**config.mk**
```make
export PLATFORM = sky130hd
export DESIGN_NAME = shsc_div
export DESIGN_NICKNAME = d
export VERILOG_FILES = /design/src/design/shsc_pkg.sv /design/src/design/shsc_div.sv
export SDC_FILE = /design/constraint.sdc
export NUM_CORES = 2
export LEC_CHECK = 0
export ABC_CLOCK_PERIOD_IN_PS = 6120
export BUFFER_PORTS_ARGS = -buffer_cell sky130_fd_sc_hd__buf_2
export CAP_MARGIN = 20
export CORE_UTILIZATION = 25
export DETAILED_ROUTE_END_ITERATION = 10
export GPL_TIMING_DRIVEN = 1
export PLACE_DENSITY = 0.48
export SETUP_SLACK_MARGIN = 0.15
export SLEW_MARGIN = 10
export SYNTH_ARGS = -nofsm -noshare
export SYNTH_HDL_FRONTEND = slang
export SYNTH_SLANG_ARGS = --single-unit
```
**constraint.sdc**
```tcl
create_clock -name clock -period 6.12 [get_ports clock]
set_clock_uncertainty 0.2 [all_clocks]
set_input_delay 0.306 -clock clock [delete_from_list [all_inputs] [get_ports clock]]
set_output_delay 0.306 -clock clock [all_outputs]
set_load 0.02 [all_outputs]
```
**src/design/shsc_pkg.sv**
```systemverilog
// ----------------------------------------------------------------------------
// Sensor health score curve: shared types and widths
// Field widths, datapath widths, register and curve codes, and the
// per-request side-band flags.
// ----------------------------------------------------------------------------
package shsc_pkg;

   localparam int VALUE_W    = 16;
   localparam int SCORE_W    = 15;
   localparam int STRENGTH_W = 15;
   localparam int SHAPE_W    = 2;

   // divider: numerator, denominator and quotient widths
   localparam int NUM_W = 40;
   localparam int DEN_W = 17;
   localparam int QUO_W = 20;

   // Q30 value that can hold 1.0
   localparam int G_W = 31;

   localparam logic [SCORE_W-1:0] SCORE_FULL = 15'd25600;

   // register index, byte address 4*index
   typedef enum logic [2:0] {
      REG_RANGE_LOW  = 3'd0,
      REG_RANGE_HIGH = 3'd1,
      REG_IDEAL      = 3'd2,
      REG_EDGE       = 3'd3,
      REG_STRENGTH   = 3'd4,
      REG_SHAPE      = 3'd5
   } reg_index_type;

   typedef enum logic [SHAPE_W-1:0] {
      SHAPE_LINEAR   = 2'd0,
      SHAPE_BELL     = 2'd1,
      SHAPE_PLATEAU  = 2'd2,
      SHAPE_BELL_ALT = 2'd3
   } shape_type;

   typedef struct packed {
      logic outside;   // sample outside the window
      logic full;      // score is 100 regardless of the curve
      logic bell;      // bell curve, else ramp quotient is the score add-on
      logic g_one;     // gaussian forced to 1
      logic g_zero;    // gaussian forced to 0
   } side_type;

endpackage

```
**src/design/shsc_div.sv**
```systemverilog
// ----------------------------------------------------------------------------
// Pipelined restoring divider
// One quotient bit per stage, MSB first; numerator must be below den << QUO_W.
// ----------------------------------------------------------------------------
module shsc_div (
   input  logic                          clock,
   input  logic                          reset,
   input  logic                          enable,
   input  logic                          in_vld,
   input  logic [shsc_pkg::NUM_W-1:0]    in_num,
   input  logic [shsc_pkg::DEN_W-1:0]    in_den,
   input  shsc_pkg::side_type            in_side,
   output logic                          out_vld,
   output logic [shsc_pkg::QUO_W-1:0]    out_quo,
   output shsc_pkg::side_type            out_side
);

   localparam int STAGES = shsc_pkg::QUO_W;

   logic                         vld_ff  [STAGES];
   logic [shsc_pkg::NUM_W-1:0]   rem_ff  [STAGES];
   logic [shsc_pkg::NUM_W-1:0]   rem_in  [STAGES];
   logic [shsc_pkg::DEN_W-1:0]   den_ff  [STAGES];
   logic [shsc_pkg::QUO_W-1:0]   quo_ff  [STAGES];
   logic [shsc_pkg::QUO_W-1:0]   quo_in  [STAGES];
   shsc_pkg::side_type           side_ff [STAGES];

   always_comb begin
      logic [shsc_pkg::NUM_W-1:0] src;
      logic [shsc_pkg::NUM_W-1:0] sub;
      logic [shsc_pkg::QUO_W-1:0] qsrc;
      logic [shsc_pkg::DEN_W-1:0] dsrc;
      for (int k = 0; k < STAGES; k++) begin
         src  = (k == 0) ? in_num : rem_ff[(k == 0) ? 0 : k-1];
         qsrc = (k == 0) ? '0 : quo_ff[(k == 0) ? 0 : k-1];
         dsrc = (k == 0) ? in_den : den_ff[(k == 0) ? 0 : k-1];
         sub  = shsc_pkg::NUM_W'(dsrc) << (STAGES-1-k);
         if (src >= sub) begin
            rem_in[k] = src - sub;
            quo_in[k] = qsrc | (shsc_pkg::QUO_W'(1) << (STAGES-1-k));
         end else begin
            rem_in[k] = src;
            quo_in[k] = qsrc;
         end
      end
   end

   always_ff @(posedge clock) begin
      if (reset) begin
         for (int k = 0; k < STAGES; k++) vld_ff[k] <= 1'b0;
      end else if (enable) begin
         vld_ff[0] <= in_vld;
         for (int k = 1; k < STAGES; k++) vld_ff[k] <= vld_ff[k-1];
      end
   end

   always_ff @(posedge clock) begin
      if (enable) begin
         den_ff[0]  <= in_den;
         side_ff[0] <= in_side;
         for (int k = 1; k < STAGES; k++) begin
            den_ff[k]  <= den_ff[k-1];
            side_ff[k] <= side_ff[k-1];
         end
         for (int k = 0; k < STAGES; k++) begin
            rem_ff[k] <= rem_in[k];
            quo_ff[k] <= quo_in[k];
         end
      end
   end

   assign out_vld  = vld_ff[STAGES-1];
   assign out_quo  = quo_ff[STAGES-1];
   assign out_side = side_ff[STAGES-1];

endmodule

```
# Word level (Yosys, flattened, before mapping)
# Memories as Yosys holds them, arrays and structs flattened.
# Cells that the tools add are included.
# totals
regBits	0
ram_bits	1660
input_bits	66
word_cells	131
mem_count	5
# memory_table
name	depth	word_bits	read_ports	rd_ports_with_merged_regs	write_ports	line	source
rem_ff	20	40	19	0	20	shsc_div.sv:21	logic [shsc_pkg::NUM_W-1:0] rem_ff [STAGES];
quo_ff	20	20	20	0	20	shsc_div.sv:24	logic [shsc_pkg::QUO_W-1:0] quo_ff [STAGES];
den_ff	20	17	19	0	20	shsc_div.sv:23	logic [shsc_pkg::DEN_W-1:0] den_ff [STAGES];
side_ff	20	5	20	0	20	shsc_div.sv:26	shsc_pkg::side_type side_ff [STAGES];
vld_ff	20	1	20	0	20	shsc_div.sv:20	logic vld_ff [STAGES];
# classes
add_sub_neg	20
order_cmp	20
muxes	66
n_bitwise	20
# ops
cell	n
$mux W40	20
$ge A40 B17 Y1	1
$ge A40 B18 Y1	1
$ge A40 B19 Y1	1
$ge A40 B20 Y1	1
$ge A40 B21 Y1	1
$ge A40 B22 Y1	1
$ge A40 B23 Y1	1
$ge A40 B24 Y1	1
$ge A40 B25 Y1	1
$ge A40 B26 Y1	1
$ge A40 B27 Y1	1
$ge A40 B28 Y1	1
$ge A40 B29 Y1	1
$ge A40 B30 Y1	1
$ge A40 B31 Y1	1
$ge A40 B32 Y1	1
$ge A40 B33 Y1	1
$ge A40 B34 Y1	1
$ge A40 B35 Y1	1
$ge A40 B36 Y1	1
$sub A40 B17 Y40	1
$sub A40 B18 Y40	1
$sub A40 B19 Y40	1
38 further kinds	83

# Longest topological paths before layout
# depth
word_depth	4
mapped_depth	15

# Least setup slack after synthesis
# No wires, ideal clock.
# synth_timing
kind	register to register
startpoint	memory rem_ff[17][1] (netlist bit)
endpoint	memory rem_ff[18][31] (netlist bit) (data pin)
arrival_ns	3.034
required_time_ns	5.653
path_slack_ns	2.619
path_stages_with_launch	15
n_path_buf	1
period_less_slack_ns	3.501
path_cell_list	edfxtp_1 -> inv_1 -> ha_1 -> inv_1 -> fa_1 -> a21oi_1 -> o21bai_1 -> a2111oi_0 -> o31ai_1 -> nand4_1 -> nor2_1 -> or4b_1 -> clkbuf_1 -> o31ai_1 -> o21ai_0
# synth_rtl
item	line
from (decl)	shsc_div.sv:21

==> summary by stage <==
Status
The run finished with clean final reports.

CTS
The clock-pin transition on the worst setup and hold timing paths is 60 ps. The H-tree depth is 4. The CTS tree is yes.

The number of buffers created by CTS is 169. The CTS root buffer is sky130_fd_sc_hd__clkbuf_16. The number of gates resized after CTS was 0.

For the worst-skew pair, the clock arrives at the later sink with an insertion delay of 840 ps. For this design, the sink count on the clock tree is 1413. In this run the deepest clock path goes through 4 buffers.

Logic synthesis
In this run, distinct cell masters in the synthesized netlist total 84. In this run the mean area of a mapped cell was 12.5 um^2. The synthesized design contains 1413 register bits. The most common flop cell mapped by yosys is sky130_fd_sc_hd__edfxtp_1. The number of warning messages in the yosys log is 0.

Sequential cells were found to cover 61.9% of the synthesized design area. The number of instances in the synthesized netlist is 5471. The number of enable-type register cells in the synthesized netlist is 1413. The combined area of all synthesized cells is 0.0685 mm^2. Counting every net in the synthesized netlist gives 5896. After synthesis, the share of flip-flops with an asynchronous set or reset is 0%.

Setup path
The required time of the critical path is 6450 ps. STA classifies the critical path endpoint as a flop. The kind of launch point of the worst setup path is a flop.

The critical path goes through ha_1 -> nor2b_1 -> o21ai_0 -> a21oi_1 -> o21ai_0 -> a31oi_1 -> o31ai_1 -> and3b_1 -> clkinv_1 -> nand3_1 -> nand2_1. The most numerous cell type found on the critical path is sky130_fd_sc_hd__o21ai_0. The reg-to-reg critical path startpoint is rem_ff[4][16]. The type of the worst setup path is reg2reg. On the worst path, the slowest cell contributes a delay of 710 ps. The setup slack of the most critical reg-to-reg path is 1380 ps.

The dominant delay contributor by cell family on the critical path is compound AO/OA/AOI/OAI gates. The critical-path cell with the highest stage delay is sky130_fd_sc_hd__and3b_1. Data arrives at the worst endpoint at 5070 ps. Of all nets on the critical path, the largest fanout is 19. The beginning of the critical path is rem_ff[4][16]. Together, buffers and inverters on the worst path number 1.

Pwr
The combinational fraction of design power is 28.0%. The sequential cell fraction of total power is 42.9%. The total leakage power is 29.1 nW.

The power density relative to cell area is 411 mW/mm^2. For this design the total switching power over the nets is 0.0102 W. The proportion of total power due to net switching is 31.3%. The internal power is 0.0225 W.

The part of the total power dissipated in the clock network is 29.1%. The peak supply drop is 0.212 mV.

Finish
The count of inserted antenna diode cells is 0. Compared with the post-synthesis result, the final layout area differs by 16.2%. The count of non-filler cells in the finished layout is 9463. The layout has 27125 filler cells. The final-stage net count is 6190. The share of final-layout standard cells stronger than drive strength 1 is 7.91%. After routing the design area is 0.0797 mm^2.

GRT
The initial antenna violation count is 1. The first global-routing pass estimated 232000 um of wire. The largest net degree at the start of global routing is 171. For this run, the total global-route usage over all layers was measured as 10.3%. The via count of the first global-routing pass is 44583.

The total grt overflow is 0.

Timing
For the pin with the worst max-slew slack, the measured transition is 1080 ps. The max-slew violation count came to 0. Setup repair after global routing left no endpoint under its margin. Derived from the worst setup path, the maximum achievable clock frequency is 211 MHz. The number of hold-slack violations in the final timing report is 0. Setup violations remaining at the end of the flow were counted as 0. Measured against its own limit, the worst slew margin works out to 26.2%. In the finished design, the share of the clock period the worst path needs comes to 77.5%. For the final routed database, the setup TNS stands at 0 ps. The clock period could shrink to 4740 ps.

Die
The starting density of the core is 25.2%. The die covers 0.276 mm^2. The floorplan has 191 rows. The die height is 526 um. 92 I/O pins were placed. The die extent in x is 526 um. The standard cell core area is 0.272 mm^2.

Placement
The cell area reported after detailed placement is 0.0734 mm^2. The number of instances in the placed design is 9054. The count of buffers added on input and output ports is 91. The final estimated routing congestion in global placement is 0.877.

Detailed placement finished with a half-perimeter wire length of 105000 um.

Detailed routing
The remaining number of nets flagged by the antenna check after routing is 0. The total number of vias is 42243. The number of DRC violations after detailed-routing iteration 0 is 2053.

The via count normalized by instance count is 4.46. The total detailed-routing wirelength is 145000 um. In the final routed layout, each cell accounts on average for 15.3 um.

The first TritonRoute pass finished after 6 iterations. After detailed routing, the number of remaining DRC violations is 0.

Worst hold path
In this run the most critical hold path is launched from in_den[1]. The tightest min-delay check is of the in2reg type.

Flow run
The max-cap check violation count is 0.
## state kept, by name, indices dropped and copies added, names as in the netlist
name and count:
side_ff 100, den_ff 323, quo_ff 210, vld_ff 20
rem_ff 760
## layout make-up
type / count / area, um^2 / share of cell area, %
well taps: 3570 / 4470 / 5.61
clock buffers: 206 / 4450 / 5.59
flip-flops and latches: 1413 / 42400 / 53.3
clock inverters: 93 / 749 / 0.941
multi-input cells: 3494 / 23900 / 30.0
inverters: 448 / 1680 / 2.11
repair buffers: 239 / 1980 / 2.49
## stage by stage
stage | worst slack, ps | util [%] | hold WS (ps) | power, W
CTS | 1400 | 29.3 | 10.3 | 0.0331
floorplan | 2620 | - | 200 | 0.0207
finish | 1380 | 29.3 | 98.8 | 0.0327
global placement | 1320 | 27.0 | 202 | 0.0231
global route | 890 | 29.3 | 71.2 | 0.0347
detailed placement | 1460 | 27.0 | 205 | 0.0233
## synthesized netlist by cell type, types with 21 or more instances
library cell | instances | area share (%)
sky130_fd_sc_hd__a31oi_1 | 26 | 0.24
sky130_fd_sc_hd__buf_4 | 25 | 0.27
sky130_fd_sc_hd__clkbuf_1 | 74 | 0.41
sky130_fd_sc_hd__nor2_1 | 354 | 1.9
sky130_fd_sc_hd__ha_1 | 340 | 6.2
sky130_fd_sc_hd__or2_2 | 24 | 0.22
sky130_fd_sc_hd__or3_1 | 57 | 0.52
sky130_fd_sc_hd__o21bai_1 | 38 | 0.42
sky130_fd_sc_hd__or4_1 | 30 | 0.33
sky130_fd_sc_hd__and2_1 | 38 | 0.35
sky130_fd_sc_hd__nand4_1 | 53 | 0.48
sky130_fd_sc_hd__o21a_1 | 53 | 0.58
sky130_fd_sc_hd__nand3_1 | 83 | 0.61
sky130_fd_sc_hd__nor2b_1 | 51 | 0.47
sky130_fd_sc_hd__nor4b_1 | 31 | 0.40
sky130_fd_sc_hd__nand2b_1 | 61 | 0.56
sky130_fd_sc_hd__edfxtp_1 | 1413 | 62
sky130_fd_sc_hd__a21oi_1 | 349 | 2.5
sky130_fd_sc_hd__and3_1 | 21 | 0.19
sky130_fd_sc_hd__nand2_1 | 381 | 2.1
sky130_fd_sc_hd__o21ai_0 | 285 | 2.1
sky130_fd_sc_hd__o31ai_1 | 35 | 0.38
sky130_fd_sc_hd__inv_1 | 442 | 2.4
sky130_fd_sc_hd__nor3_1 | 131 | 0.96
sky130_fd_sc_hd__mux2_2 | 48 | 0.79
sky130_fd_sc_hd__nor4_1 | 85 | 0.78
sky130_fd_sc_hd__xor2_1 | 245 | 3.1
sky130_fd_sc_hd__xnor2_1 | 231 | 3.0
sky130_fd_sc_hd__nand3b_1 | 27 | 0.30
sky130_fd_sc_hd__a21o_1 | 125 | 1.4
sky130_fd_sc_hd__a211oi_1 | 35 | 0.38
## worst reg2reg max path, cell delays in order (launching register included)
cell,delay [ps]
sky130_fd_sc_hd__edfxtp_1,410
sky130_fd_sc_hd__ha_1,350
sky130_fd_sc_hd__nor2b_1,150
sky130_fd_sc_hd__o21ai_0,240
sky130_fd_sc_hd__a21oi_1,130
sky130_fd_sc_hd__o21ai_0,470
sky130_fd_sc_hd__a31oi_1,260
sky130_fd_sc_hd__o31ai_1,590
sky130_fd_sc_hd__and3b_1,710
sky130_fd_sc_hd__clkinv_1,630
sky130_fd_sc_hd__nand3_1,240
sky130_fd_sc_hd__nand2_1,70
## final timing paths
check | endpoint | depth (start not counted)
worst max-delay path | rem_ff[5][30] | 11
worst min-delay path | den_ff[0][1] | 2
worst max register to register | rem_ff[5][30] | 11
worst min register to register | quo_ff[4][31] | 0
## layout by cell type (no fill, tap or decap), drive strengths merged, types with 20 or more instances in the layout
master and count:
edfxtp 1413, inv 454, nand2 381, nor2 354
a21oi 350, ha 340, o21ai 291, xor2 245
xnor2 231, clkbuf 206, nor3 132, buf 129
a21o 125, dlygate4sd3 110, nor4 87, nand3 83
clkinv 69, nand2b 61, or3 57, nand4 53
o21a 53, nor2b 51, mux2 48, and2 39
o21bai 38, a211oi 36, o31ai 35, or4 32
nor4b 31, nand3b 27, a31oi 26, or2 24
and3 21, o211ai 20
## logic make-up (layout without fill, tap and decap cells)
| logic type | after synthesis | in the layout | share of synthesized area, % |
|---|---|---|---|
| AOI/OAI and AO/OA | 1109 | 1109 | 10.0 |
| buffers and inverters | 564 | 986 | 3.25 |
| DFF | 1413 | 1413 | 61.9 |
| muxes | 53 | 53 | 0.862 |
| adders and majority gates | 359 | 359 | 6.76 |
| and+or+nand+nor | 1497 | 1497 | 11.1 |
| xor gates and xnor gates | 476 | 476 | 6.08 |
## layer usage
| metal | vias to the layer above | global-route usage, % | wire length [um] |
|---|---|---|---|
| met5 | - | 0 | 0 |
| met1 | 20154 | 10.3 | 55500 |
| met2 | 811 | 19.8 | 75900 |
| met3 | 425 | 1.66 | 4920 |
| met4 | 0 | 6.00 | 8310 |
| li1 | 20853 | - | - |
## power groups by stage
stage / clock network, W / registers [W] / logic (W)
6_report: 0.00952 / 0.0140 / 0.00915
5_1_grt: 0.0103 / 0.0142 / 0.0102
4_1_cts: 0.00994 / 0.0141 / 0.00914
3_5_place_dp: 0 / 0.0142 / 0.00904
3_3_place_gp: 0 / 0.0142 / 0.00888
2_1_floorplan: 0 / 0.0138 / 0.00694
## what timing repair did
| action | 4_1_cts | 5_1_grt |
|---|---|---|
| hold buffers | 110 | 0 |
| endpoints found under the hold margin | 169 | 0 |
| buffers inserted | 0 | 0 |
Power figures use the tool's default switching activity.
